<file path="src/rtl/core/pgc_pkg.sv">
package pgc_pkg;

  localparam int DATA_W              = 8;
  localparam int IDX_W               = 8;
  localparam int GAIN_W              = 10;
  localparam int FRAC_W              = 8;
  localparam int ENTRY_W             = 3 * DATA_W;
  localparam int PROD_W              = DATA_W + GAIN_W;
  localparam int OP_W                = 2;
  localparam int CFG_IDX_W           = 2;
  localparam int PALETTE_ENTRIES_DEF = 256;

  localparam logic [GAIN_W-1:0] GAIN_RESET = GAIN_W'(256);

  localparam logic [CFG_IDX_W-1:0] CFG_RED_GAIN   = 2'd0;
  localparam logic [CFG_IDX_W-1:0] CFG_GREEN_GAIN = 2'd1;
  localparam logic [CFG_IDX_W-1:0] CFG_BLUE_GAIN  = 2'd2;

  typedef enum logic [OP_W-1:0] {
    OP_WRITE  = 2'd0,
    OP_ROTATE = 2'd1,
    OP_LOOKUP = 2'd2,
    OP_NONE   = 2'd3
  } op_t;

  typedef enum logic [2:0] {
    S_IDLE,
    S_ROT_SAVE,
    S_ROT_SHIFT,
    S_ROT_LAST,
    S_LK_MUL,
    S_LK_OUT
  } state_t;

  typedef enum logic [1:0] {
    RD_ENTRY,
    RD_LAST,
    RD_PTR_DEC
  } rd_sel_t;

  typedef enum logic [1:0] {
    WR_INPUT,
    WR_FIRST_RDATA,
    WR_SHIFT,
    WR_FIRST_SAVED
  } wr_sel_t;

  typedef struct packed {
    logic    in_ready;
    logic    capture;
    logic    rd_en;
    rd_sel_t rd_sel;
    logic    ptr_load;
    logic    ptr_dec;
    logic    save_en;
    logic    wr_en;
    wr_sel_t wr_sel;
    logic    mul_en;
    logic    out_load;
  } cmd_t;

  typedef struct packed {
    logic in_valid;
    op_t  op;
    logic entry_ok;
    logic last_ok;
    logic ptr_gt_first;
    logic out_busy;
  } status_t;

  function automatic logic [DATA_W-1:0] saturate(input logic [PROD_W-1:0] p);
    logic [DATA_W-1:0] r;
    if (p[PROD_W-1:DATA_W+FRAC_W] != '0) begin
      r = '1;
    end else begin
      r = p[DATA_W+FRAC_W-1:FRAC_W];
    end
    return r;
  endfunction

endpackage

</file>
<file path="src/rtl/core/pgc_ctrl.sv">
module pgc_ctrl (
  input  logic              clk,
  input  logic              rst,
  input  pgc_pkg::status_t  status,
  output pgc_pkg::cmd_t     cmd
);
  import pgc_pkg::*;

  state_t state;
  state_t state_next;

  always_ff @(posedge clk) begin
    if (rst) begin
      state <= S_IDLE;
    end else begin
      state <= state_next;
    end
  end

  always_comb begin
    state_next   = state;
    cmd          = '0;
    cmd.rd_sel   = RD_ENTRY;
    cmd.wr_sel   = WR_INPUT;
    case (state)
      S_IDLE: begin
        cmd.in_ready = 1'b1;
        if (status.in_valid) begin
          case (status.op)
            OP_WRITE: begin
              if (status.entry_ok) begin
                cmd.wr_en  = 1'b1;
                cmd.wr_sel = WR_INPUT;
              end
            end
            OP_ROTATE: begin
              if (status.entry_ok && status.last_ok) begin
                cmd.capture  = 1'b1;
                cmd.rd_en    = 1'b1;
                cmd.rd_sel   = RD_LAST;
                cmd.ptr_load = 1'b1;
                state_next   = S_ROT_SAVE;
              end
            end
            OP_LOOKUP: begin
              cmd.capture = 1'b1;
              cmd.rd_en   = 1'b1;
              cmd.rd_sel  = RD_ENTRY;
              state_next  = S_LK_MUL;
            end
            default: begin
            end
          endcase
        end
      end
      S_ROT_SAVE: begin
        cmd.save_en = 1'b1;
        if (status.ptr_gt_first) begin
          cmd.rd_en   = 1'b1;
          cmd.rd_sel  = RD_PTR_DEC;
          cmd.ptr_dec = 1'b1;
          state_next  = S_ROT_SHIFT;
        end else begin
          cmd.wr_en  = 1'b1;
          cmd.wr_sel = WR_FIRST_RDATA;
          state_next = S_IDLE;
        end
      end
      S_ROT_SHIFT: begin
        cmd.wr_en  = 1'b1;
        cmd.wr_sel = WR_SHIFT;
        if (status.ptr_gt_first) begin
          cmd.rd_en   = 1'b1;
          cmd.rd_sel  = RD_PTR_DEC;
          cmd.ptr_dec = 1'b1;
        end else begin
          state_next = S_ROT_LAST;
        end
      end
      S_ROT_LAST: begin
        cmd.wr_en  = 1'b1;
        cmd.wr_sel = WR_FIRST_SAVED;
        state_next = S_IDLE;
      end
      S_LK_MUL: begin
        cmd.mul_en = 1'b1;
        state_next = S_LK_OUT;
      end
      S_LK_OUT: begin
        if (!status.out_busy) begin
          cmd.out_load = 1'b1;
          state_next   = S_IDLE;
        end
      end
      default: begin
        state_next = S_IDLE;
      end
    endcase
  end

endmodule

</file>
<file path="config.mk">
export PLATFORM = sky130hd
export DESIGN_NAME = pgc_ctrl
export DESIGN_NICKNAME = d
export VERILOG_FILES = /design/src/rtl/core/pgc_pkg.sv /design/src/rtl/core/pgc_ctrl.sv
export SDC_FILE = /design/constraint.sdc
export NUM_CORES = 1
export LEC_CHECK = 0
export BUFFER_PORTS_ARGS = -buffer_cell sky130_fd_sc_hd__buf_2
export CAP_MARGIN = 20
export CORE_AREA = 3 3 40 42
export DETAILED_ROUTE_END_ITERATION = 8
export DIE_AREA = 0 0 43 45
export PLACE_DENSITY = 0.54
export RECOVER_POWER = 25
export REMOVE_ABC_BUFFERS = 1
export SLEW_MARGIN = 40
export SYNTH_ARGS = -nofsm -noshare
export SYNTH_HDL_FRONTEND = slang
export SYNTH_SLANG_ARGS = --single-unit
</file>
<file path="constraint.sdc">
create_clock -name clk -period 1.2 [get_ports clk]
set_input_delay 0.24 -clock clk [delete_from_list [all_inputs] [get_ports clk]]
set_output_delay 0.24 -clock clk [all_outputs]
set_load 0.05 [all_outputs]
</file>
-- Yosys cells after proc, flatten, opt, wreduce, memory -nomap -nowiden
Index checks and enable logic that the tools add are counted.
- bits in registers: 3
- input port bits: 9
- output and inout bits: 13
- logic and storage cells: 44
- equal/unequal tests: 12
- mux-type cells: 26
- reductions and logical operators: 5
- operator list (operator ; count):
    3-bit two-way mux ; 9
    3-bit case mux with 5 select lines ; 1
    3-bit case mux with 2 select lines ; 2
    3-bit case mux with 4 select lines ; 1
    5-bit two-way mux ; 2
    1-bit two-way mux ; 8
    4-bit case mux with 2 select lines ; 1
    3-bit by 2-bit == test with 1-bit output, second input constant ; 2
    3-bit == test, second input constant ; 2
    2-bit != test, second input constant ; 3
    5-bit AND reduction ; 1
    2-bit two-way mux ; 2
    3-bit by 1-bit == test with 1-bit output, second input constant ; 1
    3-bit zero test ; 1
    3-bit by 1-bit != test with 1-bit output, second input constant ; 1
    3-bit != test, second input constant ; 1
    2-bit by 1-bit == test with 1-bit output, second input constant ; 1
    2-bit == test, second input constant ; 1
    2-bit zero test ; 1
    2-bit OR reduction ; 1
    1-bit logical AND ; 1

-- Depth between registers and ports, before layout
Gate-level depths: netlist (run 1).
- word-level depth: 5
- mapped depth: 5
- gate-level depth less buffers: 5

-- Worst setup path before layout (run 1)
Ideal clock, no wire load.
- path kind: reg2out
- from: register state[0]
- to: output cmd[10] in the netlist's numbering
- data arrival time: 1.959 ns
- data required time: 0.960 ns
- path slack: -0.999 ns
- stages on the path, launching flop included: 5
- buffers on the path: 1
- cell sequence: dfxtp_1 > buf_6 > nand2b_1 > a21oi_1 > o21bai_1
- RTL lines (item ; RTL line ; source):
    from (decl) ; pgc_ctrl.sv:9 ; state_t state;
    from (signal assigned) ; pgc_ctrl.sv:16 ; state <= state_next;
    to (decl) ; pgc_ctrl.sv:5 ; output pgc_pkg::cmd_t cmd

==> metrics.md, run 1 <==
| Metric | Value |
|---|---|
| Status | complete, but fails checks |
| Failing checks | negative setup slack |
| Filler cell count | 127 |
| Max Freq | 669 MHz |
| Biggest registers after layout | state (3) |
| Drt wl/cell | 11.3 microns |
| Ports | 22 |
| P&R area growth vs syn | 97.6% |
| Clock power frac | 0.261 |
| Starting density of the core | 0.282 |
| Mapped Area | 363 sq um |
| Routed Wire Length | 1130 microns |
| Yosys Warn Count | 0 |
| Max Cap Viol | 0 |
| Final setup margin | -0.295 ns |
| DRT iter0 DRCs | 3 |
| Yosys top cell area share | 0.166 |
| Die H | 45 microns |
| Clock skew | 0.00320 ns |
| Int Pwr | 0.393 mW |
| Routed vias | 474 |
| Slowest CP cell | dfxtp_2 |
| Mapped Avg Cell Area | 7.72 sq um |
| Top reg by flops | state |
| Cell accounting for the most synthesized area | dfxtp_1 |
| Synth cell types | 25 |
| Synth Instances | 47 |
| Final critical-path share of the clock period | 1.25 |
| Placed cell count | 95 |
| Gr usage total | 0.125 |
| Number of detailed-route iterations in the first pass | 2 |
| Die area | 0.00194 sq mm |
| Final setup vio count | 13 |
| Root Driver | clkbuf_4 |
| Number of diodes | 0 |
| Vias/cell | 4.74 |
| Setup TNS | -2.91 ns |
| Worst-skew pair later-pin latency | 0.23 ns |
| H-tree levels | 1 |
| GRT overflow | 0 |
| CTS tree | yes |
| Sw frac | 0.408 |
| Input/output buffers | 21 |
| Pleak | 0.335 nW |
| Rel. slew slack | 0.836 |
| Hold crit path type | input port to register |
| Dpl hpwl | 845 microns |
| Max FO, Critical Path | 5 |
| CP peak stage delay | 0.35 ns |
| NetSw | 0.270 mW |
| TritonCTS Buffers | 3 |
| Row Count | 13 |
| Die W | 43 microns |
| Sequential share of power | 0.182 |
| Sequential fraction of the synthesis area | 0.166 |
| Final #Nets | 98 |
| CTS clk-pin slew, worst paths | 0.04 ns |
| Non-Filler Instances | 100 |
| Antenna Violating Nets Remaining | 0 |
| First-pass GRT wire length | 1880 microns |
| Area of the multi-input gates | 304 sq um |
| Drt drc | 0 |
| Worst slew pin tran | 0.248 ns |
| RD Place Congestion | 0.740 |
| Register area | 63.8 sq um |
| Synthesized flop and latch total | 3 |
| Logic pwr share | 0.558 |
| Peak supply drop | 393 uV |
| Slew Limit Fails | 0 |
| Core Box Area | 0.00128 sq mm |
| Top cells by area, synth | dfxtp_1, ha_1, nand2b_1, a21oi_1, a21boi_4 |
| Worst Setup Start Kind | register |
| Tmin final | 1.50 ns |
| Setup CP Type | register to output port |
| Largest net degree at the start of global routing | 12 |
| Unrepaired setup endpoints after global routing | yes |
| Worst Setup End Kind | output port |
| Antenna violations before repair | 0 |
| Final hold vios | 0 |
| P per Cell Area | 925 mW/mm^2 |
| Largest register FFs | 3 |
| Worst path cell trace | nand2b_1 > buf_4 > nor3b_2 > buf_6 |
| Clk sinks | 3 |
| Layout cell share with drive strength beyond 1 | 0.659 |
| Vias in the first global route | 463 |
| CTS Buffer Depth | 2 |
| CP Data Arrival Time | 1.26 ns |
| Critical Path RT | 0.96 ns |
[synthesized netlist by cell type, drive strengths merged]
cell type  n
ha         3
o21a       2
nor2       5
nor2b      1
and3       1
a31oi      2
a211oi     2
nand2b     4
nand3      3
o311a      1
a21o       1
a21oi      4
o21bai     1
a311oi     1
buf        2
nor3b      1
o21ai      1
nor3       2
inv        4
nand2      2
a21boi     1
dfxtp      3
[power by group through the flow]
stage / Sequential (mW) / Clock [mW] / Combinational, mW
2_1_floorplan: 0.125 / 0 / 0.190
4_1_cts: 0.120 / 0.180 / 0.350
3_5_place_dp: 0.120 / 0 / 0.303
5_1_grt: 0.121 / 0.185 / 0.395
6_report: 0.120 / 0.173 / 0.370
3_3_place_gp: 0.120 / 0 / 0.302
[what timing repair did]
action                     4_1_cts  5_1_grt
pin swaps                        4        2
setup buffers                    1        0
setup endpoints to repair       13       14
hold buffers                     0        0
resized for setup               27        9
[area by class of cell]
| type | count | share of cell area |
|---|---|---|
| inverter | 4 | 0.0209 |
| sequential | 3 | 0.0890 |
| multi-input combinational | 38 | 0.424 |
| timing repair buffer | 36 | 0.403 |
| clock buffer | 4 | 0.0366 |
| tap | 15 | 0.0262 |
[cell usage in the layout (no fill, tap or decap), types with 3 or more instances in the layout]
cell type  netlist  routed
nor2_1           5       3
buf_4            0      17
dfxtp_2          0       3
buf_2            1       9
nand2b_1         4       4
clkbuf_4         0       3
buf_6            1       9
[path summary, 6_finish.rpt]
kind | startpoint | to | slack, ns | cells after the start
setup / recovery | state[1]$_SDFFE_PP0P_ | cmd[0] | -0.30 | 4
hold / removal | rst | state[1]$_SDFFE_PP0P_ | 0.22 | 2
setup reg to reg | state[0]$_SDFFE_PP0P_ | state[0]$_SDFFE_PP0P_ | 0.07 | 4
hold reg to reg | state[2]$_SDFFE_PP0P_ | state[1]$_SDFFE_PP0P_ | 0.62 | 2
[routing by layer]
layer / share of wire / GRT usage / up-vias
li1: - / - / 244
met2: 0.52 / 0.222 / 19
met3: 0.074 / 0.00797 / 0
met1: 0.40 / 0.149 / 211
met4: 0 / 0.0723 / 0
met5: 0 / 0 / -
[cells by family after synthesis]
group	after synthesis	synth area share
flip-flops	3	0.166
adder cells (fa/ha/maj)	3	0.103
AO/OA/AOI/OAI	16	0.348
AND/OR/NAND/NOR	19	0.297
buffers and inverters	6	0.0862
[worst max-delay path: cells and delay by family (launching register included)]
| kind | cells | cell delay [ns] |
|---|---|---|
| buffers and inverters | 2 | 0.33 |
| and+or+nand+nor | 2 | 0.35 |
| DFF | 1 | 0.35 |
[stage by stage]
step                      setup slack, ns  hold WS (ns)  area, sq um  total power, mW  utilization
after global routing               -0.366         0.223          717            0.701        0.558
after detailed placement           -0.244         0.463          576            0.423        0.448
after CTS                          -0.300         0.210          689            0.651        0.537
final                              -0.295         0.223          717            0.663        0.558
after floorplan                     -1.02         0.313          347            0.315            -
after global placement             -0.234         0.459          576            0.423        0.448
No activity file was read; power rests on OpenSTA's default activity.
==> inputs of run 2 (changes only) <==
--- a/config.mk
+++ b/config.mk
@@ -13,6 +13,7 @@
 export PLACE_DENSITY = 0.54
 export RECOVER_POWER = 25
 export REMOVE_ABC_BUFFERS = 1
+export SETUP_SLACK_MARGIN = 0.15
 export SLEW_MARGIN = 40
 export SYNTH_ARGS = -nofsm -noshare
 export SYNTH_HDL_FRONTEND = slang
==> run 2 against run 1 <==
The flow still finishes with violations (negative setup slack). Sequential share of layout area is 0.092 points lower. Utilization increased by 0.58 points. Clock power about the same. First-iteration DRC count stayed put. Die area unchanged.
==> metrics.md, run 2 (synthesis gave the netlist of run 1 again) <==
| Metric | Value |
|---|---|
| Fin Hold WS | 0.220 ns |
| Largest net degree at the start of global routing | 12 |
| Hold Crit Start | rst |
| Max FO, Critical Path | 5 |
| Clk sinks | 3 |
| Largest register FFs | 3 |
| Critical Path RT | 0.96 ns |
| Max Cap Viol | 0 |
| Critical Path Start | state[1]$_SDFFE_PP0P_ |
| Final #Nets | 98 |
| Slew Limit Fails | 0 |
| RD Place Congestion | 0.740 |
| CTS Buffer Depth | 2 |
| Peak supply drop | 393 uV |
| Routed vias | 469 |
| Root Driver | clkbuf_4 |
| CP Data Arrival Time | 1.25 ns |
| Worst slew pin tran | 0.248 ns |
| Dpl hpwl | 845 microns |
| Antenna violations before repair | 0 |
| Tmin final | 1.49 ns |
| Final setup margin | -0.290 ns |
| Final core occ | 0.564 |
| Setup TNS | -2.87 ns |
| Number of detailed-route iterations in the first pass | 3 |
| Vias in the first global route | 475 |
| Die W | 43 microns |
| R2r startpoint | state[0]$_SDFFE_PP0P_ |
| Row Count | 13 |
| GRT overflow | 0 |
| Unrepaired setup endpoints after global routing | yes |
| Commonest non-fill, non-tap cell in the layout | buf_4 |
| Worst Setup Start Kind | register |
| Antenna Violating Nets Remaining | 0 |
| Pleak | 0.338 nW |
| Die area | 0.00194 sq mm |
| CTS tree | yes |
| Gr usage total | 0.131 |
| Drt drc | 0 |
| Vias/cell | 4.69 |
| TritonCTS Buffers | 3 |
| CTS clk-pin slew, worst paths | 0.04 ns |
| Worst-skew pair later-pin latency | 0.23 ns |
| Input/output buffers | 21 |
| Final hold vios | 0 |
| First-pass GRT wire length | 1950 microns |
| Drt wl/cell | 11.1 microns |
| Status | complete, but fails checks |
| H-tree levels | 1 |
| DRT iter0 DRCs | 3 |
| Starting density of the core | 0.282 |
| Routed Wire Length | 1110 microns |
| Final setup vio count | 13 |
| Biggest registers after layout | state (3) |
| P per Cell Area | 919 mW/mm^2 |
| Hold crit path type | input port to register |
| Final critical-path share of the clock period | 1.24 |
| Number of diodes | 0 |
| Failing checks | negative setup slack |
| Max Freq | 671 MHz |
| Die H | 45 microns |
| Top reg by flops | state |
| Ports | 22 |
| Setup CP Type | register to output port |
| Worst Setup End Kind | output port |
| P&R area growth vs syn | 99.7% |
| Layout cell share with drive strength beyond 1 | 0.647 |
| Clock skew | 0.00382 ns |
| Commonest non-fill, non-tap cells in the layout | buf_4, buf_2, buf_6 |
| Core Box Area | 0.00128 sq mm |
| Rel. slew slack | 0.836 |
| Filler cell count | 124 |
==> run 2: changes by cell type in the layout (fill, tap and decap cells not counted) <==
cell,previous run,this run
ha_2,2,0
ha_4,0,1
ha_1,1,2
==> run 2: layout make-up <==
type | instances | area [sq um] | share of cell area
Timing Repair Buffer | 36 | 289 | 0.399
Multi-Input combinational cell | 38 | 312 | 0.430
Inverter | 4 | 15.0 | 0.0207
Clock buffer | 4 | 26.3 | 0.0363
Sequential cell | 3 | 63.8 | 0.0881
Tap cell | 15 | 18.8 | 0.0259
==> run 2: path summary, 6_finish.rpt <==
kind | endpoint | slack [ns] | cells past startpoint
hold reg to reg | state[1]$_SDFFE_PP0P_ | 0.63 | 2
hold / removal | state[1]$_SDFFE_PP0P_ | 0.22 | 2
setup / recovery | cmd[0] | -0.29 | 4
setup reg to reg | state[0]$_SDFFE_PP0P_ | 0.07 | 4
==> run 2: what timing repair did <==
item / in CTS / in global routing
setup endpoints to repair: 15 / 15
pin swaps: 4 / 2
resized for setup: 29 / 7
hold buffers: 0 / 0
setup buffers: 1 / 0
==> run 2: critical path, stage by stage (launching register included) <==
cell and delay [ns]:
dfxtp_2 0.35, nand2b_1 0.17, buf_4 0.15, nor3b_2 0.17, buf_6 0.18
==> run 2: metrics by stage <==
stage | total power, mW | setup slack [ns] | std cells | cell area, sq um
after global routing | 0.703 | -0.366 | 100 | 724
final | 0.666 | -0.290 | 100 | 724
after global placement | 0.423 | -0.234 | 95 | 576
after CTS | 0.653 | -0.300 | 100 | 697
after floorplan | 0.315 | -1.02 | 45 | 347
after detailed placement | 0.423 | -0.244 | 95 | 576
==> run 2: routing by layer <==
| layer | vias to the layer above | wire length (microns) | global-route usage |
|---|---|---|---|
| met1 | 206 | 455 | 0.151 |
| met4 | 0 | 0 | 0.0723 |
| met5 | - | 0 | 0 |
| li1 | 246 | - | - |
| met3 | 0 | 75 | 0.00797 |
| met2 | 17 | 582 | 0.240 |
==> run 2: power breakdown <==
group	leakage [nW]	switching (mW)	internal (mW)
sequential	0.0258	0.0116	0.109
clock	0.0150	0.0491	0.124
combinational	0.298	0.211	0.161
total	0.338	0.272	0.394
==> inputs of run 3 (changes only) <==
==> constraint.sdc (replaced) <==
create_clock -name clk -period 1.65 [get_ports clk]
set_input_delay 0.33 -clock clk [delete_from_list [all_inputs] [get_ports clk]]
set_output_delay 0.33 -clock clk [all_outputs]
set_load 0.05 [all_outputs]
==> run 3 against run 2 <==
The run now ends clean. Total power shrank 26%. Clock skew down 0.0024 ns. Sequential cell count unchanged. Via count fell by 1.5%. Non-clock buffer count decreased by 6. Worst hold slack better by 0.097 ns. Worst setup slack better by 0.34 ns. Clock power shrank 27%. Wire length fell by 4.2%. Critical path type unchanged.
==> metrics.md, run 3 (synthesis gave the netlist of run 1 again) <==
| Metric | Value |
|---|---|
| Status | finished, final reports clean |
| Layout cell share with drive strength beyond 1 | 0.684 |
| Die H | 45 microns |
| Filler cell count | 121 |
| P per Cell Area | 653 mW/mm^2 |
| Biggest registers after layout | state (3) |
| Worst Setup End Kind | output port |
| Commonest non-fill, non-tap cells in the layout | buf_6, buf_2, buf_4 |
| TritonCTS Buffers | 3 |
| Reg2reg path depth | 4 |
| Hold Crit Start | rst |
| Slowest CP cell | dfxtp_4 |
| Final instance area | 754 sq um |
| Die area | 0.00194 sq mm |
| Unrepaired setup endpoints after global routing | yes |
| Row Count | 13 |
| Hold crit path type | input port to register |
| Reg2reg setup slack | 0.45 ns |
| CP peak stage delay | 0.36 ns |
| Clock skew | 0.00141 ns |
| CP Data Arrival Time | 1.27 ns |
| Critical Path RT | 1.32 ns |
| Vias/cell | 4.91 |
| Rel. slew slack | 0.854 |
| Sequential share of power | 0.176 |
| Dpl hpwl | 827 microns |
| Largest net degree at the start of global routing | 10 |
| Number of detailed-route iterations in the first pass | 2 |
| Routed Wire Length | 1070 microns |
| Antenna violations before repair | 0 |
| Antenna Violating Nets Remaining | 0 |
| Drt wl/cell | 11.4 microns |
| RR Endpoint | state[0]$_SDFFE_PP0P_ |
| Tmin final | 1.60 ns |
| RD Place Congestion | 0.728 |
| First-pass GRT wire length | 1910 microns |
| Max FO, Critical Path | 4 |
| NetSw | 0.205 mW |
| Sw frac | 0.417 |
| Starting density of the core | 0.282 |
| Number of diodes | 0 |
| Commonest non-fill, non-tap cell in the layout | buf_6 |
| Largest register FFs | 3 |
| DRT iter0 DRCs | 6 |
| Max Freq | 623 MHz |
| H-tree levels | 1 |
| Worst path cell trace | nand2b_1 > a21oi_2 > o21bai_1 > buf_4 |
| Top reg by flops | state |
| P&R area growth vs syn | 108% |
| Slew Limit Fails | 0 |
| Ports | 22 |
| Root Driver | clkbuf_4 |
| Worst-skew pair later-pin latency | 0.23 ns |
| R2r startpoint | state[1]$_SDFFE_PP0P_ |
| Worst slew pin tran | 0.217 ns |
| Setup WS pre-CTS | 0.0113 ns |
| Max Cap Viol | 0 |
| DP Area | 508 sq um |
| CTS clk-pin slew, worst paths | 0.04 ns |
| Clock power frac | 0.257 |
| Final #Nets | 92 |
| Worst Setup Start Kind | register |
| Final setup vio count | 0 |
| Hold endpoint | state[1]$_SDFFE_PP0P_ |
| Routed vias | 462 |
| Pleak | 0.326 nW |
| Core Box Area | 0.00128 sq mm |
| Final setup margin | 0.0459 ns |
| Drt drc | 0 |
| Vias in the first global route | 466 |
| Gr usage total | 0.126 |
| CTS tree | yes |
| WHS Path Cells | 2 |
| Peak supply drop | 430 uV |
| Input/output buffers | 21 |
| Int Pwr | 0.288 mW |
| CTS Buffer Depth | 2 |
| Final hold vios | 0 |
| Die W | 43 microns |
| Final critical-path share of the clock period | 0.972 |
| GRT overflow | 0 |
| Setup CP Type | register to output port |
| Clk sinks | 3 |
| Logic pwr share | 0.567 |
run 3: cell types whose count changed in the layout (fill, tap and decap cells not counted), moves of 2 or more:
| cell | delta |
|---|---|
| nand2b_4 | +2 |
| buf_6 | +5 |
| dfxtp_4 | +3 |
| buf_4 | -11 |
| buf_2 | -2 |
| dfxtp_2 | -3 |
| inv_1 | -2 |
| nand2b_1 | -2 |
run 3: cell type report:
type	instances	area, sq um	share of cell area
flip-flops and latches	3	71.3	0.0945
inverters	4	25.0	0.0332
well taps	15	18.8	0.0249
multi-input cells	38	349	0.463
repair buffers	30	264	0.350
clock buffers	4	26.3	0.0348
run 3: stage by stage:
step                setup TNS (ns)  hold WS (ns)  std cells  total power, mW  utilization
finish                           0         0.316         94            0.493        0.587
global route               -0.0821         0.308         94            0.530        0.587
CTS                              0         0.303         92            0.465        0.501
detailed placement               0         0.559         86            0.289        0.395
global placement                 0         0.558         86            0.287        0.395
floorplan                    -3.36         0.403         45            0.229            -
run 3: timing repair:
action | in CTS | in global routing
hold buffers | 0 | 0
pin swaps | 8 | 3
gates resized for setup | 31 | 27
setup buffers | 2 | 2
endpoints found under the setup margin | 13 | 13
run 3: routing by layer:
metal | vias up | track usage | routed length, microns
met5 | - | 0 | 0
met4 | 0 | 0.0181 | 0
met3 | 0 | 0.0398 | 73
met2 | 17 | 0.237 | 537
met1 | 212 | 0.144 | 456
li1 | 233 | - | -
run 3: critical path: cells and delay by family (launching register included):
| family | cells | cell delay [ns] |
|---|---|---|
| DFF | 1 | 0.36 |
| AOI/OAI and AO/OA | 2 | 0.30 |
| buffers and inverters | 1 | 0.21 |
| and+or+nand+nor | 1 | 0.17 |
run 3: how the worst max path moves through the flow:
stage | from | cells past startpoint | end | slack [ns]
2_1_floorplan | state[0]$_SDFFE_PP0P_ | 3 | cmd[10] | -0.66
3_3_place_gp | status[4] | 7 | cmd[4] | 0.03
3_5_place_dp | status[4] | 7 | cmd[4] | 0.01
4_1_cts | state[0]$_SDFFE_PP0P_ | 4 | cmd[10] | 0.03
5_1_grt | state[0]$_SDFFE_PP0P_ | 4 | cmd[10] | -0.03
6_report | state[1]$_SDFFE_PP0P_ | 4 | cmd[10] | 0.05
run 3: power groups by stage:
stage / registers (mW) / clock network [mW] / logic, mW
finish: 0.0868 / 0.127 / 0.280
global route: 0.0882 / 0.145 / 0.297
CTS: 0.0870 / 0.136 / 0.242
detailed placement: 0.0877 / 0 / 0.201
global placement: 0.0878 / 0 / 0.199
floorplan: 0.0906 / 0 / 0.138
